<file path="config.mk">
export PLATFORM = sky130hd
export DESIGN_NAME = tmst_queue
export DESIGN_NICKNAME = d
export VERILOG_FILES = /design/src/hdl/tile_map_store_with_tallies_macros.svh /design/src/hdl/tmst_pkg.sv /design/src/hdl/tmst_queue.sv
export SDC_FILE = /design/constraint.sdc
export NUM_CORES = 1
export LEC_CHECK = 0
export BUFFER_PORTS_ARGS = -buffer_cell sky130_fd_sc_hd__buf_2
export CAP_MARGIN = 20
export CORE_MARGIN = 3
export CORE_UTILIZATION = 32
export DETAILED_ROUTE_END_ITERATION = 7
export PLACE_DENSITY = 0.53
export SKIP_CTS_REPAIR_TIMING = 1
export SYNTH_ARGS = -nofsm -noshare
export SYNTH_HDL_FRONTEND = slang
export SYNTH_SLANG_ARGS = --single-unit
</file>
<file path="constraint.sdc">
create_clock -name clock -period 1.9 [get_ports clock]
set_clock_uncertainty 0.15 [all_clocks]
set_input_delay 0 -clock clock [delete_from_list [all_inputs] [get_ports clock]]
set_output_delay 0 -clock clock [all_outputs]
set_load 0.05 [all_outputs]
</file>
<file path="src/hdl/tile_map_store_with_tallies_macros.svh">
// ----------------------------------------------------------------------------
// Tile map store assertion macros
// Shared concurrent-assertion shorthands for the tile map store.
// ----------------------------------------------------------------------------
`ifndef TILE_MAP_STORE_WITH_TALLIES_MACROS_SVH
`define TILE_MAP_STORE_WITH_TALLIES_MACROS_SVH

// same-cycle implication, ignored while reset is high
`define TMST_ASSERT_IMPL(label, clk, rst, ante, cons) \
   label: assert property (@(posedge clk) disable iff (rst) (ante) |-> (cons)) \
      else $error("tile map store: same-cycle check failed");

// next-cycle implication, ignored while reset is high
`define TMST_ASSERT_NEXT(label, clk, rst, ante, cons) \
   label: assert property (@(posedge clk) disable iff (rst) (ante) |=> (cons)) \
      else $error("tile map store: next-cycle check failed");

`endif

</file>
<file path="src/hdl/tmst_pkg.sv">
// ----------------------------------------------------------------------------
// Tile map store package
// Map dimensions, field widths, register indexes and shared types.
// ----------------------------------------------------------------------------
package tmst_pkg;

   localparam int MAX_COLUMNS = 256;
   localparam int MAX_ROWS    = 256;
   localparam int STORE_DEPTH = MAX_COLUMNS * MAX_ROWS;
   localparam int ADDR_BITS   = $clog2(STORE_DEPTH);
   localparam int COL_BITS    = $clog2(MAX_COLUMNS);
   localparam int ROW_BITS    = $clog2(MAX_ROWS);
   localparam int EC_BITS     = $clog2(MAX_COLUMNS + 1);
   localparam int ER_BITS     = $clog2(MAX_ROWS + 1);
   localparam int PROD_BITS   = EC_BITS + ROW_BITS;

   localparam int DIM_BITS    = 9;
   localparam int CODE_BITS   = 8;
   localparam int COORD_BITS  = 16;
   localparam int TILE_BITS   = 8;
   localparam int TALLY_BITS  = 17;
   localparam int CSR_BITS    = 9;
   localparam int CSR_IDX_BITS = 2;

   localparam int REQ_TDATA_BITS = 40;
   localparam int RSP_TDATA_BITS = 48;
   localparam int RSP_PAD_BITS   = RSP_TDATA_BITS - TILE_BITS - 2 * TALLY_BITS;

   localparam int QUEUE_DEPTH = 2;
   localparam int QPTR_BITS   = $clog2(QUEUE_DEPTH);
   localparam int QCNT_BITS   = $clog2(QUEUE_DEPTH + 1);

   localparam logic [TALLY_BITS-1:0] TALLY_MAX = '1;

   localparam logic [DIM_BITS-1:0]  RST_MAP_COLUMNS   = 9'd256;
   localparam logic [DIM_BITS-1:0]  RST_MAP_ROWS      = 9'd256;
   localparam logic [CODE_BITS-1:0] RST_WALKABLE_CODE = 8'd255;
   localparam logic [CODE_BITS-1:0] RST_RESOURCE_CODE = 8'd128;

   localparam logic CMD_READ  = 1'b0;
   localparam logic CMD_WRITE = 1'b1;

   typedef enum logic [CSR_IDX_BITS-1:0] {
      CSR_MAP_COLUMNS   = 2'd0,
      CSR_MAP_ROWS      = 2'd1,
      CSR_WALKABLE_CODE = 2'd2,
      CSR_RESOURCE_CODE = 2'd3
   } csr_index_type;

   typedef struct packed {
      logic [DIM_BITS-1:0]  map_columns;
      logic [DIM_BITS-1:0]  map_rows;
      logic [CODE_BITS-1:0] walkable_code;
      logic [CODE_BITS-1:0] resource_code;
   } cfg_type;

   typedef struct packed {
      logic                 cmd;
      logic                 inb;
      logic [ADDR_BITS-1:0] addr;
      logic [TILE_BITS-1:0] value;
   } qentry_type;

   typedef struct packed {
      logic full;
      logic empty;
   } qstat_type;

   typedef struct packed {
      logic clearing;
      logic finish;
   } bk_status_type;

   function automatic logic [EC_BITS-1:0] eff_columns(logic [DIM_BITS-1:0] v);
      logic [EC_BITS-1:0] r;
      if (int'(v) > MAX_COLUMNS) r = EC_BITS'(MAX_COLUMNS);
      else r = EC_BITS'(v);
      return r;
   endfunction

   function automatic logic [ER_BITS-1:0] eff_rows(logic [DIM_BITS-1:0] v);
      logic [ER_BITS-1:0] r;
      if (int'(v) > MAX_ROWS) r = ER_BITS'(MAX_ROWS);
      else r = ER_BITS'(v);
      return r;
   endfunction

endpackage

</file>
<file path="src/hdl/tmst_queue.sv">
// ----------------------------------------------------------------------------
// Tile map store command queue
// Short FIFO between the front end and the back end.
// ----------------------------------------------------------------------------
module tmst_queue import tmst_pkg::*; (
   input  logic       clock,
   input  logic       reset,
   input  logic       push,
   input  qentry_type push_entry,
   input  logic       pop,
   output qentry_type head,
   output qstat_type  qstat
);

   qentry_type           entry_ff [QUEUE_DEPTH];
   logic [QPTR_BITS-1:0] wr_ptr_ff, wr_ptr_in;
   logic [QPTR_BITS-1:0] rd_ptr_ff, rd_ptr_in;
   logic [QCNT_BITS-1:0] count_ff, count_in;

   function automatic logic [QPTR_BITS-1:0] ptr_next(logic [QPTR_BITS-1:0] p);
      logic [QPTR_BITS-1:0] r;
      if (int'(p) == QUEUE_DEPTH - 1) r = '0;
      else r = p + QPTR_BITS'(1);
      return r;
   endfunction

   always_comb begin
      wr_ptr_in = push ? ptr_next(wr_ptr_ff) : wr_ptr_ff;
      rd_ptr_in = pop ? ptr_next(rd_ptr_ff) : rd_ptr_ff;
      count_in  = count_ff;
      if (push && !pop) count_in = count_ff + QCNT_BITS'(1);
      if (pop && !push) count_in = count_ff - QCNT_BITS'(1);
   end

   always_ff @(posedge clock) begin
      if (reset) begin
         wr_ptr_ff <= '0;
         rd_ptr_ff <= '0;
         count_ff  <= '0;
      end else begin
         wr_ptr_ff <= wr_ptr_in;
         rd_ptr_ff <= rd_ptr_in;
         count_ff  <= count_in;
      end
      if (push) begin
         entry_ff[wr_ptr_ff] <= push_entry;
      end
   end

   assign head        = entry_ff[rd_ptr_ff];
   assign qstat.full  = int'(count_ff) == QUEUE_DEPTH;
   assign qstat.empty = count_ff == '0;

endmodule

</file>
==> reports/results.ini <==
[outcome]
status = completed

[global_route]
grt_pass1_wl_um = 6230
track_usage_pct = 11.6
grt_max_degree = 27
grt_pass1_vias = 1293
grt_antenna_before_repair = 0
overflow = 0

[sta]
post-route-period-util_pct = 84.5
hold_viol = 0
setup-violations-final = 0
rsz0062_at_grt = no
fin_crit_ps = 1600
timing.hold.ws_ps = 245
relSlewSlack_pct = 75.2
max_clock_freq_ghz = 0.623
tightest_slew_ps = 372
fin_setup_tns_ps = 0
drv_slew = 0

[worst_setup_path]
rr_startpoint = wr_ptr_ff
r2r_cells = 2
worstReg2RegEnd = entry_ff[1][0]
arrival_ps = 1450
crit_path_start_kind = flip-flop
crit_fanout = 13
endpoint_kind = output port
r2r_slack_ps = 560
crit_type = reg2out
crit_end = head[3]
required_ps = 1750

[layout]
drive_above_1_share_pct = 49.3
fill_cells = 553
multi_input_area_um2 = 397
antennaDiodeCount = 0
nNetsFinal = 232
seqCellArea_um2 = 1660
area_growth_pct = 41.6

[worst_hold_path]
hold_path_class = in2reg
hold_start = push_entry[23]
hold_path_depth = 2

[clock_network]
cts.sink_count = 57
clock_path_buffers = 2
cts_max_level = 3
clk_latency_ps = 330
numCtsBuffers = 9
clock-root-buffer = clkbuf_8
cts_tree = built
clk_pin_slew_ps = 60

[synthesis]
synthTopCellsByArea = edfxtp_1 (75%), mux2_2 (14%), dfxtp_1 (4.8%)
synth_cell_type_count = 14
synth_edf_count = 52
synthFlopType = edfxtp_1
ys_ff_latch = 57
synthArstFlopShare_pct = 0
post-synth-top-count-cell = edfxtp_1
synth_top_area_cell = edfxtp_1
yosysSeqAreaShare_pct = 80.1
synth_nets = 134
netlist_area_um2 = 2070
ys_warn_count = 0
avgSynthCellArea_um2 = 20.1
syn_inst = 103
synth_common_cells = edfxtp_1 (52), mux2_2 (26), nor2_1 (6)
synth_top_area_share_pct = 75.3

[pwr]
netSwitchingFraction_pct = 27.0
p_sw_w = 0.000827
p_per_area_nw_per_um2 = 1040
sequentialPowerShare_pct = 48.4
power_frac_comb_pct = 18.7
power_frac_clock_pct = 32.9
internal-power_w = 0.00224
peakVddDrop_v = 0.000463
p_leak_nw = 1.13

[job]
max_cap_violations = 0

[die]
rows = 28
core_um2 = 6100
fp.dieW_um = 86.5
ios = 58
start_util_pct = 34.0
fp.dieH_um = 86.5
die-area_um2 = 7480

[place]
post-dp-hpwl_um = 2490
port_buffers = 57
gp_congestion = 0.699

[drt]
routedWlPerCell_um = 13.6
drt_iter0_drc = 49
first_pass_iters = 2
via_per_inst = 4.35
remaining_drc_errors = 0
wirelength_um = 3810
num_vias = 1219
ant_nets = 0

-- final cells by class --
class / count / area share, %
clock buffer: 10 / 4.35
tap: 75 / 3.20
inverter: 1 / 0.128
timing repair buffer: 90 / 20.6
clock inverter: 5 / 1.62
sequential: 57 / 56.6
multi-input combinational: 42 / 13.5
-- layout by cell type (no fill, tap or decap), drive strengths merged --
cell         instances
edfxtp              52
and2                 1
inv                  1
or3                  1
o21ai                1
a21oi                1
clkbuf              10
bufinv               1
mux2                26
dfxtp                5
buf                 61
and2b                1
clkinv               4
nor2                 6
xnor2                3
dlygate4sd3         29
ha                   1
xor2                 1
-- power by group through the flow --
stage	combinational [W]	sequential (W)	clock, W
final	0.000572	0.00148	0.00101
after CTS	0.000535	0.00148	0.00106
after global routing	0.000608	0.00149	0.00111
after floorplan	0.000397	0.00150	0
after global placement	0.000525	0.00150	0
after detailed placement	0.000533	0.00151	0
-- per-layer routing --
layer	global-route usage, %	part of all wire, %	vias to the layer above
met5	0	0	-
met4	9.77	3.5	0
met3	3.90	6.9	11
met2	19.2	50	41
met1	11.6	40	578
li1	-	-	589
-- logic make-up after synthesis --
kind of cell             Yosys count  synth area share, %
adder cells (fa/ha/maj)            1                0.603
flip-flops                        57                 80.1
multiplexers                      26                 14.1
buffers and inverters              4                0.904
XOR/XNOR                           4                 1.69
AO/OA/AOI/OAI                      2                0.482
AND/OR/NAND/NOR                    9                 2.11
-- worst min-delay path by stage --
stage	to	slack, ps
global placement	entry_ff[0][25]	40
detailed placement	entry_ff[1][23]	40
CTS	entry_ff[1][23]	-320
floorplan	count_ff[1]	-80
finish	entry_ff[0][23]	240
global route	entry_ff[0][3]	230
-- worst max-delay path, cell delays in order (launching register included) --
cell     delay, ps
dfxtp_1        330
buf_4          220
mux2_2         370
buf_2          210
-- stage by stage --
stage                     std cells  instance area (um^2)  utilization (%)  worst slack (ps)  power, W
final                           280                  2940             48.2               295   0.00306
after detailed placement        236                  2470             40.5               543   0.00204
after global placement          236                  2470             40.5               572   0.00203
after global routing            280                  2940             48.2               189   0.00321
after CTS                       251                  2650             43.4               254   0.00308
after floorplan                 103                  2080                -               325   0.00190
-- flip-flops by register name, summed over array words and instances (netlist names), named ones only --
name	flops
rd_ptr_ff	1
wr_ptr_ff	1
count_ff	2
entry_ff	52
No activity file was read; power rests on OpenSTA's default activity.
