==> src/hdl/tile_map_store_with_tallies_macros.svh <==
// ----------------------------------------------------------------------------
// Tile map store assertion macros
// Shared concurrent-assertion shorthands for the tile map store.
// ----------------------------------------------------------------------------
`ifndef TILE_MAP_STORE_WITH_TALLIES_MACROS_SVH
`define TILE_MAP_STORE_WITH_TALLIES_MACROS_SVH

// same-cycle implication, ignored while reset is high
`define TMST_ASSERT_IMPL(label, clk, rst, ante, cons) \
   label: assert property (@(posedge clk) disable iff (rst) (ante) |-> (cons)) \
      else $error("tile map store: same-cycle check failed");

// next-cycle implication, ignored while reset is high
`define TMST_ASSERT_NEXT(label, clk, rst, ante, cons) \
   label: assert property (@(posedge clk) disable iff (rst) (ante) |=> (cons)) \
      else $error("tile map store: next-cycle check failed");

`endif

==> src/hdl/tmst_pkg.sv <==
// ----------------------------------------------------------------------------
// Tile map store package
// Map dimensions, field widths, register indexes and shared types.
// ----------------------------------------------------------------------------
package tmst_pkg;

   localparam int MAX_COLUMNS = 256;
   localparam int MAX_ROWS    = 256;
   localparam int STORE_DEPTH = MAX_COLUMNS * MAX_ROWS;
   localparam int ADDR_BITS   = $clog2(STORE_DEPTH);
   localparam int COL_BITS    = $clog2(MAX_COLUMNS);
   localparam int ROW_BITS    = $clog2(MAX_ROWS);
   localparam int EC_BITS     = $clog2(MAX_COLUMNS + 1);
   localparam int ER_BITS     = $clog2(MAX_ROWS + 1);
   localparam int PROD_BITS   = EC_BITS + ROW_BITS;

   localparam int DIM_BITS    = 9;
   localparam int CODE_BITS   = 8;
   localparam int COORD_BITS  = 16;
   localparam int TILE_BITS   = 8;
   localparam int TALLY_BITS  = 17;
   localparam int CSR_BITS    = 9;
   localparam int CSR_IDX_BITS = 2;

   localparam int REQ_TDATA_BITS = 40;
   localparam int RSP_TDATA_BITS = 48;
   localparam int RSP_PAD_BITS   = RSP_TDATA_BITS - TILE_BITS - 2 * TALLY_BITS;

   localparam int QUEUE_DEPTH = 2;
   localparam int QPTR_BITS   = $clog2(QUEUE_DEPTH);
   localparam int QCNT_BITS   = $clog2(QUEUE_DEPTH + 1);

   localparam logic [TALLY_BITS-1:0] TALLY_MAX = '1;

   localparam logic [DIM_BITS-1:0]  RST_MAP_COLUMNS   = 9'd256;
   localparam logic [DIM_BITS-1:0]  RST_MAP_ROWS      = 9'd256;
   localparam logic [CODE_BITS-1:0] RST_WALKABLE_CODE = 8'd255;
   localparam logic [CODE_BITS-1:0] RST_RESOURCE_CODE = 8'd128;

   localparam logic CMD_READ  = 1'b0;
   localparam logic CMD_WRITE = 1'b1;

   typedef enum logic [CSR_IDX_BITS-1:0] {
      CSR_MAP_COLUMNS   = 2'd0,
      CSR_MAP_ROWS      = 2'd1,
      CSR_WALKABLE_CODE = 2'd2,
      CSR_RESOURCE_CODE = 2'd3
   } csr_index_type;

   typedef struct packed {
      logic [DIM_BITS-1:0]  map_columns;
      logic [DIM_BITS-1:0]  map_rows;
      logic [CODE_BITS-1:0] walkable_code;
      logic [CODE_BITS-1:0] resource_code;
   } cfg_type;

   typedef struct packed {
      logic                 cmd;
      logic                 inb;
      logic [ADDR_BITS-1:0] addr;
      logic [TILE_BITS-1:0] value;
   } qentry_type;

   typedef struct packed {
      logic full;
      logic empty;
   } qstat_type;

   typedef struct packed {
      logic clearing;
      logic finish;
   } bk_status_type;

   function automatic logic [EC_BITS-1:0] eff_columns(logic [DIM_BITS-1:0] v);
      logic [EC_BITS-1:0] r;
      if (int'(v) > MAX_COLUMNS) r = EC_BITS'(MAX_COLUMNS);
      else r = EC_BITS'(v);
      return r;
   endfunction

   function automatic logic [ER_BITS-1:0] eff_rows(logic [DIM_BITS-1:0] v);
      logic [ER_BITS-1:0] r;
      if (int'(v) > MAX_ROWS) r = ER_BITS'(MAX_ROWS);
      else r = ER_BITS'(v);
      return r;
   endfunction

endpackage

==> src/hdl/tmst_front.sv <==
// ----------------------------------------------------------------------------
// Tile map store front end
// Takes request items, bounds-checks them and forms the store address.
// ----------------------------------------------------------------------------
module tmst_front import tmst_pkg::*; (
   input  logic                      clock,
   input  logic                      reset,
   input  cfg_type                   cfg,
   input  logic                      clearing,
   input  logic                      req_tvalid,
   output logic                      req_tready,
   input  logic [REQ_TDATA_BITS-1:0] req_tdata,
   input  logic                      req_tuser,
   input  qstat_type                 qstat,
   output logic                      push,
   output qentry_type                push_entry
);

   logic [COORD_BITS-1:0] col;
   logic [COORD_BITS-1:0] row;
   logic [TILE_BITS-1:0]  new_value;
   logic [EC_BITS-1:0]    cols_eff;
   logic [ER_BITS-1:0]    rows_eff;
   logic                  take;

   logic                  stg_valid_ff, stg_valid_in;
   logic                  stg_cmd_ff, stg_cmd_in;
   logic                  stg_inb_ff, stg_inb_in;
   logic [PROD_BITS-1:0]  stg_prod_ff, stg_prod_in;
   logic [COL_BITS-1:0]   stg_x_ff, stg_x_in;
   logic [TILE_BITS-1:0]  stg_value_ff, stg_value_in;

   assign col       = req_tdata[COORD_BITS-1:0];
   assign row       = req_tdata[2*COORD_BITS-1:COORD_BITS];
   assign new_value = req_tdata[2*COORD_BITS+TILE_BITS-1:2*COORD_BITS];
   assign cols_eff  = eff_columns(cfg.map_columns);
   assign rows_eff  = eff_rows(cfg.map_rows);

   assign push       = stg_valid_ff && !qstat.full;
   assign req_tready = !clearing && (!stg_valid_ff || !qstat.full);
   assign take       = req_tvalid && req_tready;

   always_comb begin
      stg_valid_in = take ? 1'b1 : (push ? 1'b0 : stg_valid_ff);
      stg_cmd_in   = req_tuser;
      // negative coordinates fail on the sign bit, the rest by magnitude
      stg_inb_in   = !col[COORD_BITS-1] && !row[COORD_BITS-1] &&
                     (int'(col[COORD_BITS-2:0]) < int'(cols_eff)) &&
                     (int'(row[COORD_BITS-2:0]) < int'(rows_eff));
      stg_prod_in  = PROD_BITS'(cols_eff) * PROD_BITS'(row[ROW_BITS-1:0]);
      stg_x_in     = col[COL_BITS-1:0];
      stg_value_in = new_value;
   end

   always_ff @(posedge clock) begin
      if (reset) begin
         stg_valid_ff <= 1'b0;
      end else begin
         stg_valid_ff <= stg_valid_in;
      end
      if (take) begin
         stg_cmd_ff   <= stg_cmd_in;
         stg_inb_ff   <= stg_inb_in;
         stg_prod_ff  <= stg_prod_in;
         stg_x_ff     <= stg_x_in;
         stg_value_ff <= stg_value_in;
      end
   end

   always_comb begin
      push_entry.cmd   = stg_cmd_ff;
      push_entry.inb   = stg_inb_ff;
      push_entry.addr  = ADDR_BITS'(stg_prod_ff) + ADDR_BITS'(stg_x_ff);
      push_entry.value = stg_value_ff;
   end

endmodule

==> config.mk <==
export PLATFORM = sky130hd
export DESIGN_NAME = tmst_front
export DESIGN_NICKNAME = d
export VERILOG_FILES = /design/src/hdl/tile_map_store_with_tallies_macros.svh /design/src/hdl/tmst_pkg.sv /design/src/hdl/tmst_front.sv
export SDC_FILE = /design/constraint.sdc
export NUM_CORES = 1
export LEC_CHECK = 0
export ABC_CLOCK_PERIOD_IN_PS = 5600
export BUFFER_PORTS_ARGS = -buffer_cell sky130_fd_sc_hd__buf_2
export CELL_PAD_IN_SITES_DETAIL_PLACEMENT = 2
export CELL_PAD_IN_SITES_GLOBAL_PLACEMENT = 2
export CORE_ASPECT_RATIO = 1.75
export CORE_MARGIN = 4
export CORE_UTILIZATION = 25
export DETAILED_ROUTE_END_ITERATION = 7
export PLACE_DENSITY_LB_ADDON = 0.1
export SLEW_MARGIN = 20
export SYNTH_ARGS = -nofsm -noshare
export SYNTH_HDL_FRONTEND = slang
export SYNTH_SLANG_ARGS = --single-unit
export TNS_END_PERCENT = 100
==> constraint.sdc <==
create_clock -name clock -period 5.6 [get_ports clock]
set_clock_uncertainty 0.2 [all_clocks]
set_input_delay 1.12 -clock clock [delete_from_list [all_inputs] [get_ports clock]]
set_output_delay 1.12 -clock clock [all_outputs]
set_load 0.01 [all_outputs]
==> impl_metrics.csv, run 1 <==
group,metric,value,unit
placed_design,dp_hpwl,11090,um
clock_network,cts.htree.levels,2,
synthesis,synthesis.area,4304,um^2
synthesis,synth_cells,438,
floorplanning,design.core.area,16950,um^2
timing,tightest_slew,0.5394,ns
setup_path,critPathCaptureType,"flop",
floorplanning,die_x,107.2,um
timing,setup_viol,0,
global_routing,antenna_found_initial,0,
synthesis,synth_area_leader_cell,"sky130_fd_sc_hd__edfxtp_1",
global_routing,grt_pass1_wl,20380,um
layout,antennaDiodeCount,0,
layout,area_growth_syn_to_layout,25.61,%
power_and_ir_drop,irDropWorstVdd,0.1439,mV
floorplanning,floorplan.initialDensity,25.40,%
setup_path,reg2reg_from,"stg_valid_ff",
synthesis,synth-edff-count,34,
global_routing,global_route.usage.total,13.36,%
synthesis,synthDominantCellAreaShare,23.72,%
clock_network,postCtsSetupRepairBufs,0,
routing,routed-via-count,3542,
global_routing,grt_total_ovfl,0,
setup_path,worstPathRequired,5.43,ns
placed_design,postPlaceCellArea,5265,um^2
power_and_ir_drop,fin_total_pwr,1206,uW
layout,nets_final,746,
timing,highest_clock_rate,187.1,MHz
routing,detail_route.first_pass.iterations,4,
synthesis,synth.most_common_cell,"sky130_fd_sc_hd__inv_1",
placed_design,post-place-cells,784,
clock_network,max-clock-path-buffers,2,
synthesis,synth.distinct_cells,43,
clock_network,cts_inserted_buffers,5,
layout,multi_input_comb_area,2963,um^2
global_routing,via_count_of_the_first_global_routing_pass,4130,
layout,final-seq-area,1041,um^2
outcome,status,"completed",
synthesis,synth_warnings,0,
layout,final_cell_count_no_fill,792,
layout,final_area,5406,um^2
routing,wl_per_cell,15.73,um
layout,final.fill_count,1954,
clock_network,worst_setup_hold_path_clk_slew,0.05,ns
setup_path,worst-setup-path-type,"input port to flop",
timing,layout_worst_path_cycle_share,95.43,%
timing,rsz0062_at_grt,"no",
setup_path,crit_start,"cfg[33]",
synthesis,synth_top_cells_by_area,"sky130_fd_sc_hd__edfxtp_1 24%, sky130_fd_sc_hd__fa_1 20%, sky130_fd_sc_hd__ha_1 17%",
synthesis,most_used_standard_cells_in_the_synthesized_netlist,"72 x sky130_fd_sc_hd__inv_1, 59 x sky130_fd_sc_hd__ha_1, 55 x sky130_fd_sc_hd__and2_1",
floorplanning,number_of_primary_i_o_pins,109,
timing,post-route-min-period,5.344,ns
setup_path,start_kind,"input port",
synthesis,synth_ff_type,"sky130_fd_sc_hd__edfxtp_1",
setup_path,cp.arrival,5.17,ns
synthesis,syn_avg_cell_area,9.827,um^2
routing,post-route-drc-count,0,
routing,final_antenna_net_count,0,
synthesis,synthArstFlopShare,0,%
routing,drt_iter0_markers,61,
clock_network,clkLatencyLatePin,0.28,ns
routing,viasPerCell,4.472,
timing,count_of_final_max_slew_check_failures,0,
layout,final_util,31.90,%
timing,timing.final.hold_violations,0,
floorplanning,die_height,181.6,um
min_path,hold_path_class,"flop to flop",
setup_path,critPathMaxFanout,8,
power_and_ir_drop,cellLeakagePower,0.002631,uW
placed_design,place_congestion,0.7506,
floorplanning,num_rows,63,
clock_network,tritoncts,"built",
run,timing.max_cap.violations,0,
floorplanning,dieArea,19460,um^2
min_path,worstHoldStart,"stg_valid_ff",
clock_network,holdBufCountCts,0,
placed_design,dp_slack,-0.08867,ns
layout,final_layout_size_suffix_gt1_share,24.07,%
synthesis,yosysSeqAreaShare,24.19,%
placed_design,io_buffers,91,
clock_network,clockRootBuffer,"sky130_fd_sc_hd__clkbuf_16",
timing,relSlewSlack,64.04,%
timing,layout_setup_ws,0.2560,ns
global_routing,grt_start_max_net_pins,36,
clock_network,cts.sink_count,35,
clock_network,ctsResizeCount,0,
synthesis,flop_and_latch_count_out_of_synthesis,35,
synthesis,net_count_after_synthesis,620,
power_and_ir_drop,cellPowerDensity,223.0,nW/um^2
routing,postRouteWirelength,12460,um
logic make-up (layout without fill, tap and decap cells):
family | Yosys count | in the layout | synth area share [%]
and+or+nand+nor | 134 | 134 | 17.03
adders and majority gates | 101 | 101 | 36.69
buffers and inverters | 78 | 205 | 6.977
AOI/OAI and AO/OA | 64 | 64 | 9.826
DFF | 35 | 35 | 24.19
xor gates and xnor gates | 26 | 26 | 5.291
power by group:
group	total [uW]	switching [uW]	internal (uW)
clock	268	104	164
sequential	340	11.7	329
combinational	598	318	280
total	1210	433	773
stage by stage:
step,setup TNS (ns),hold WS (ns)
CTS,0,0.3148
detailed placement,-0.2562,0.2996
global placement,-0.04915,0.2848
finish,0,0.3141
floorplan,0,0.2710
global route,0,0.3479
area by class of cell:
| type | count | area share (%) |
|---|---|---|
| Clock inverter | 2 | 0.2314 |
| Multi-Input combinational cell | 325 | 54.80 |
| Tap cell | 227 | 5.253 |
| Clock buffer | 6 | 2.384 |
| Timing Repair Buffer | 124 | 13.01 |
| Sequential cell | 35 | 19.25 |
| Inverter | 73 | 5.068 |
registers in the layout (all words and copies together), names as in the netlist:
register and flops:
stg_cmd_ff 1, stg_x_ff 8, stg_valid_ff 1, stg_prod_ff 16, stg_inb_ff 1, stg_value_ff 8
per-layer routing:
layer	routed length, um	global-route usage [%]
met4	235	4.711
met2	7570	27.69
met5	0	0
met1	4334	13.16
met3	321	1.174
placed cells by master (no fill, tap or decap), types with 4 or more instances in the layout:
cell type                   count
sky130_fd_sc_hd__nand2_1       37
sky130_fd_sc_hd__nor4_1         4
sky130_fd_sc_hd__fa_1          42
sky130_fd_sc_hd__buf_2         91
sky130_fd_sc_hd__edfxtp_1      34
sky130_fd_sc_hd__and3_1         4
sky130_fd_sc_hd__xor2_1        10
sky130_fd_sc_hd__xnor2_1       16
sky130_fd_sc_hd__inv_1         72
sky130_fd_sc_hd__a21o_1         5
sky130_fd_sc_hd__clkbuf_16      5
sky130_fd_sc_hd__ha_1          59
sky130_fd_sc_hd__buf_4         33
sky130_fd_sc_hd__nor3_1         4
sky130_fd_sc_hd__and2_1        55
sky130_fd_sc_hd__o211ai_1       5
sky130_fd_sc_hd__nor2_1         8
sky130_fd_sc_hd__o21ai_0       11
sky130_fd_sc_hd__nor2b_1       11
sky130_fd_sc_hd__a21oi_1       21
worst max-delay path, cell delays in order:
cell	delay, ns
sky130_fd_sc_hd__buf_2	0.14
sky130_fd_sc_hd__nor2b_1	0.23
sky130_fd_sc_hd__buf_4	0.17
sky130_fd_sc_hd__and2_1	0.14
sky130_fd_sc_hd__fa_1	0.46
sky130_fd_sc_hd__fa_1	0.52
sky130_fd_sc_hd__fa_1	0.55
sky130_fd_sc_hd__inv_1	0.05
sky130_fd_sc_hd__fa_1	0.54
sky130_fd_sc_hd__inv_1	0.05
sky130_fd_sc_hd__ha_1	0.31
sky130_fd_sc_hd__o21ai_0	0.09
sky130_fd_sc_hd__a21oi_1	0.21
sky130_fd_sc_hd__o21ai_0	0.20
sky130_fd_sc_hd__o21ai_0	0.27
sky130_fd_sc_hd__xnor2_1	0.11
worst paths after layout:
kind | slack, ns | depth (start not counted) | end
worst max-delay path | 0.26 | 16 | stg_prod_ff[15]
worst min register to register | 0.31 | 2 | stg_valid_ff
worst max register to register | 4.00 | 3 | stg_value_ff[6]
worst min-delay path | 0.31 | 2 | stg_valid_ff
(Power assumes the default switching activity.)
==> inputs of run 2 (changes only) <==
- RECOVER_POWER: default -> 25
==> run 2 against run 1 <==
  * Global-route usage is the same
  * Cell count is the same
  * Via count is essentially flat
  * Maximum frequency is essentially flat
  * Core utilization shrank 0.10 points
  * First-iteration DRC count shrank 3.3%
  * Die area is the same
  * Critical endpoint unchanged
  * Wire length is essentially flat
==> impl_metrics.csv, run 2 (synthesized netlist as in run 1, its figures left out) <==
group,metric,value,unit
global_routing,antenna_found_initial,0,
setup_path,crit_start,"cfg[33]",
routing,routed-via-count,3543,
floorplanning,die_x,107.2,um
clock_network,cts.sink_count,35,
global_routing,grt_total_ovfl,0,
global_routing,grt_pass1_wl,20380,um
timing,final.hold.worst_slack,0.3141,ns
setup_path,worst-setup-path-type,"input port to flop",
routing,viasPerCell,4.473,
layout,nets_final,746,
timing,setup_tns,0,ns
clock_network,clockRootBuffer,"sky130_fd_sc_hd__clkbuf_16",
placed_design,place_congestion,0.7506,
floorplanning,dieArea,19460,um^2
power_and_ir_drop,fin_total_pwr,1205,uW
power_and_ir_drop,cellLeakagePower,0.002593,uW
setup_path,timing.reg2reg.setup_slack,4.00,ns
clock_network,cts_inserted_buffers,5,
clock_network,cts.htree.levels,2,
layout,antennaDiodeCount,0,
placed_design,io_buffers,91,
global_routing,grt_start_max_net_pins,36,
routing,detail_route.first_pass.iterations,4,
setup_path,critPathCaptureType,"flop",
layout,final.fill_count,1962,
outcome,status,"completed",
clock_network,postCtsSetupRepairBufs,0,
setup_path,cp.arrival,5.17,ns
placed_design,dp_hpwl,11090,um
power_and_ir_drop,cellPowerDensity,223.5,nW/um^2
clock_network,max-clock-path-buffers,2,
routing,postRouteWirelength,12460,um
routing,post-route-drc-count,0,
layout,multi_input_comb_area,2963,um^2
power_and_ir_drop,irDropWorstVdd,0.1439,mV
setup_path,worstPathRequired,5.43,ns
timing,count_of_final_max_slew_check_failures,0,
timing,highest_clock_rate,187.1,MHz
clock_network,tritoncts,"built",
floorplanning,number_of_primary_i_o_pins,109,
global_routing,global_route.usage.total,13.36,%
layout,largestRegisters,"stg_prod_ff (16), stg_value_ff (8), stg_x_ff (8)",
floorplanning,design.core.area,16950,um^2
timing,tightest_slew,0.5394,ns
setup_path,reg2reg_from,"stg_valid_ff",
layout,final_layout_size_suffix_gt1_share,21.59,%
clock_network,clkLatencyLatePin,0.28,ns
setup_path,start_kind,"input port",
clock_network,worst_setup_hold_path_clk_slew,0.05,ns
layout,largest_reg_flops,16,
timing,post-route-min-period,5.344,ns
layout,top_register,"stg_prod_ff",
run,timing.max_cap.violations,0,
setup_path,critPathMaxFanout,8,
global_routing,via_count_of_the_first_global_routing_pass,4130,
setup_path,worstReg2RegEnd,"stg_value_ff[6]",
timing,timing.final.hold_violations,0,
timing,relSlewSlack,64.04,%
layout,mostFrequentLayoutCell,"sky130_fd_sc_hd__buf_2",
setup_path,worst_r2r_path_depth,3,
min_path,hold_path_class,"flop to flop",
clock_network,holdBufCountCts,0,
layout,final-seq-area,1041,um^2
layout,layout.cells.most_common_list,"77 x sky130_fd_sc_hd__buf_2, 72 x sky130_fd_sc_hd__inv_1, 59 x sky130_fd_sc_hd__ha_1, 55 x sky130_fd_sc_hd__and2_1, 42 x sky130_fd_sc_hd__fa_1",
routing,final_antenna_net_count,0,
layout,area_growth_syn_to_layout,25.20,%
floorplanning,floorplan.initialDensity,25.40,%
routing,drt_iter0_markers,59,
floorplanning,die_height,181.6,um
timing,layout_worst_path_cycle_share,95.43,%
setup_path,crit_path_end,"stg_prod_ff[15]",
clock_network,ctsResizeCount,0,
timing,rsz0062_at_grt,"no",
layout,final_util,31.80,%
routing,wl_per_cell,15.73,um
floorplanning,num_rows,63,
timing,setup_viol,0,
run 2: cell count changes in the layout (fill, tap and decap cells not counted):
cell / change
sky130_fd_sc_hd__clkbuf_1: +14
sky130_fd_sc_hd__buf_2: -14
run 2: report_power, final:
part | switching (uW) | total, uW | internal [uW]
clock | 104 | 267 | 164
combinational | 318 | 597 | 279
sequential | 11.8 | 340 | 329
run 2: worst max-delay path, stage by stage:
cell                      delay (ns)
sky130_fd_sc_hd__buf_2          0.14
sky130_fd_sc_hd__nor2b_1        0.23
sky130_fd_sc_hd__buf_4          0.17
sky130_fd_sc_hd__and2_1         0.14
sky130_fd_sc_hd__fa_1           0.46
sky130_fd_sc_hd__fa_1           0.52
sky130_fd_sc_hd__fa_1           0.55
sky130_fd_sc_hd__inv_1          0.05
sky130_fd_sc_hd__fa_1           0.54
sky130_fd_sc_hd__inv_1          0.05
sky130_fd_sc_hd__ha_1           0.31
sky130_fd_sc_hd__o21ai_0        0.09
sky130_fd_sc_hd__a21oi_1        0.21
sky130_fd_sc_hd__o21ai_0        0.20
sky130_fd_sc_hd__o21ai_0        0.27
sky130_fd_sc_hd__xnor2_1        0.11
run 2: layout make-up:
cell class | instances | area share (%)
flip-flops and latches | 35 | 19.32
well taps | 227 | 5.270
repair buffers | 124 | 12.72
multi-input cells | 325 | 54.98
inverters | 73 | 5.085
clock buffers | 6 | 2.391
clock inverters | 2 | 0.2322
run 2: through the flow:
| step | worst slack [ns] | area, um^2 | instances |
|---|---|---|---|
| 3_3_place_gp | -0.02258 | 5265 | 784 |
| 2_1_floorplan | 0.1487 | 4304 | 438 |
| 5_1_grt | 0.05980 | 5389 | 792 |
| 4_1_cts | 0.2129 | 5406 | 792 |
| 3_5_place_dp | -0.08867 | 5265 | 784 |
| 6_report | 0.2561 | 5389 | 792 |
run 2: how the worst min path moves through the flow:
stage | start | endpoint | slack (ns) | cells after the start
6_report | stg_valid_ff | stg_valid_ff | 0.31 | 2
5_1_grt | stg_valid_ff | stg_valid_ff | 0.35 | 2
4_1_cts | stg_valid_ff | stg_valid_ff | 0.31 | 2
3_5_place_dp | stg_valid_ff | stg_valid_ff | 0.30 | 2
3_3_place_gp | stg_valid_ff | stg_valid_ff | 0.28 | 2
2_1_floorplan | stg_valid_ff | stg_valid_ff | 0.27 | 2
run 2: per-layer routing:
metal / GRT usage, % / wire length (um) / up-vias
met5: 0 / 0 / -
met4: 4.711 / 235 / 0
met3: 1.174 / 326 / 9
met2: 27.69 / 7572 / 52
met1: 13.16 / 4323 / 1782
li1: - / - / 1700
==> inputs of run 3 (changes only) <==
- ABC_CLOCK_PERIOD_IN_PS: 5600 -> 5660
- clock period: 5.6 -> 5.66 ns (I/O delays scaled with it)
==> run 3 against run 2 <==
  * Critical path depth grew 1
  * Clock power barely moved
  * Power decreased by 1.3%
  * Setup slack better by 0.048 ns
  * Sequential power is essentially flat
  * Sequential share of layout area is 0.10 points higher
  * Die area is the same
  * Via count is 0.37% lower
==> impl_metrics.csv, run 3 (synthesized netlist as in run 1, its figures left out) <==
group,metric,value,unit
timing,tightest_slew,0.5377,ns
setup_path,critPathCaptureType,"flop",
routing,detail_route.first_pass.iterations,4,
timing,setup_tns,0,ns
min_path,hold_path_class,"flop to flop",
timing,layout_worst_path_cycle_share,94.62,%
power_and_ir_drop,cellLeakagePower,0.002575,uW
setup_path,cpMostUsedCell,"sky130_fd_sc_hd__fa_1",
clock_network,clkLatencyLatePin,0.28,ns
clock_network,clockRootBuffer,"sky130_fd_sc_hd__clkbuf_16",
timing,highest_clock_rate,186.7,MHz
placed_design,io_buffers,91,
layout,layout.cells.most_common_list,"78 x sky130_fd_sc_hd__buf_2, 72 x sky130_fd_sc_hd__inv_1, 59 x sky130_fd_sc_hd__ha_1, 55 x sky130_fd_sc_hd__and2_1, 42 x sky130_fd_sc_hd__fa_1",
power_and_ir_drop,irDropWorstVdd,0.1468,mV
global_routing,grt_use_met1,13.09,%
floorplanning,die_height,181.6,um
clock_network,max-clock-path-buffers,2,
layout,largestRegisters,"stg_prod_ff (16), stg_value_ff (8), stg_x_ff (8)",
routing,routed-via-count,3530,
routing,drt_iter0_markers,51,
clock_network,tritoncts,"built",
clock_network,cts.htree.levels,2,
global_routing,grtUsageMet2,27.11,%
placed_design,dp_hpwl,10850,um
floorplanning,floorplan.initialDensity,25.40,%
global_routing,via_count_of_the_first_global_routing_pass,4096,
setup_path,cp_slowest_cell,"sky130_fd_sc_hd__fa_1",
setup_path,worstPathRequired,5.48,ns
power_and_ir_drop,cellPowerDensity,221.8,nW/um^2
setup_path,worst-setup-path-type,"input port to flop",
layout,mostFrequentLayoutCell,"sky130_fd_sc_hd__buf_2",
setup_path,cp.arrival,5.17,ns
timing,timing.final.hold_violations,0,
global_routing,grt_total_ovfl,0,
floorplanning,num_rows,63,
layout,top_register,"stg_prod_ff",
floorplanning,design.core.area,16950,um^2
layout,final-seq-area,1041,um^2
global_routing,global_route.usage.total,13.06,%
layout,final_layout_size_suffix_gt1_share,21.21,%
clock_network,ctsResizeCount,0,
routing,wl_per_cell,15.52,um
floorplanning,number_of_primary_i_o_pins,109,
routing,final_antenna_net_count,0,
routing,postRouteWirelength,12230,um
layout,area_growth_syn_to_layout,24.53,%
setup_path,worstPathCellList,"buf_2 -> nor2b_1 -> nand2_1 -> fa_1 -> fa_1 -> inv_1 -> fa_1 -> inv_1 -> fa_1 -> inv_1 -> ha_1 -> buf_4 -> o21ai_0 -> nand2_1 -> a31oi_1 -> o31ai_1 -> xor2_1",
global_routing,grt_start_max_net_pins,36,
clock_network,cts.sink_count,35,
clock_network,worst_setup_hold_path_clk_slew,0.05,ns
routing,viasPerCell,4.480,
global_routing,antenna_found_initial,0,
clock_network,holdBufCountCts,0,
timing,rsz0062_at_grt,"no",
setup_path,critPathMaxFanout,9,
global_routing,grt_pass1_wl,20220,um
global_routing,grt.busiest_layer,"met2",
timing,setup_viol,0,
clock_network,cts_inserted_buffers,5,
timing,post-route-min-period,5.355,ns
placed_design,place_congestion,0.7446,
layout,antennaDiodeCount,0,
routing,post-route-drc-count,0,
setup_path,start_kind,"input port",
clock_network,postCtsSetupRepairBufs,0,
global_routing,grt.met3_usage,1.245,%
layout,final_util,31.63,%
layout,final.fill_count,1960,
setup_path,slowest_delay,0.54,ns
outcome,status,"completed",
layout,largest_reg_flops,16,
floorplanning,die_x,107.2,um
layout,multi_input_comb_area,2963,um^2
floorplanning,dieArea,19460,um^2
power_and_ir_drop,fin_total_pwr,1189,uW
timing,relSlewSlack,64.16,%
timing,count_of_final_max_slew_check_failures,0,
run,timing.max_cap.violations,0,
layout,nets_final,742,
-- run 3: final timing paths --
check	slack [ns]	from	end	cells after the start
hold reg to reg	0.32	stg_valid_ff	stg_valid_ff	2
setup / recovery	0.30	cfg[33]	stg_prod_ff[14]	17
hold / removal	0.32	stg_valid_ff	stg_valid_ff	2
setup reg to reg	4.05	stg_valid_ff	stg_prod_ff[2]	3
-- run 3: critical path, delay by kind of cell --
| family | cells | cell delay [ns] |
|---|---|---|
| simple gates | 3 | 0.48 |
| fa+ha+maj | 5 | 2.41 |
| compound gates | 3 | 0.57 |
| xor+xnor | 1 | 0.15 |
| buf+inv | 5 | 0.45 |
-- run 3: layer usage --
metal	wire, um	share of wire (%)
met1	4296	35
met3	317	2.6
met5	0	0
met4	173	1.4
met2	7444	61
-- run 3: per-stage QoR --
| step | worst slack (ns) | instance area [um^2] | instances | hold WS (ns) |
|---|---|---|---|---|
| CTS | 0.2358 | 5376 | 788 | 0.3230 |
| global placement | 0.01724 | 5235 | 780 | 0.2867 |
| global route | 0.005784 | 5360 | 788 | 0.3567 |
| detailed placement | -0.04437 | 5235 | 780 | 0.3097 |
| finish | 0.3045 | 5360 | 788 | 0.3209 |
| floorplan | 0.1967 | 4304 | 438 | 0.2710 |
-- run 3: where the power goes --
group          leakage (uW)  switching [uW]  internal [uW]
Clock             0.0000669             103            162
Combinational       0.00218             312            275
Sequential         0.000327            11.6            325
Total               0.00258             427            762
-- run 3: layout make-up --
| type | instances | area share [%] |
|---|---|---|
| Tap cell | 227 | 5.299 |
| Clock inverter | 2 | 0.2334 |
| Inverter | 73 | 5.112 |
| Sequential cell | 35 | 19.42 |
| Timing Repair Buffer | 120 | 12.25 |
| Clock buffer | 6 | 2.404 |
| Multi-Input combinational cell | 325 | 55.28 |
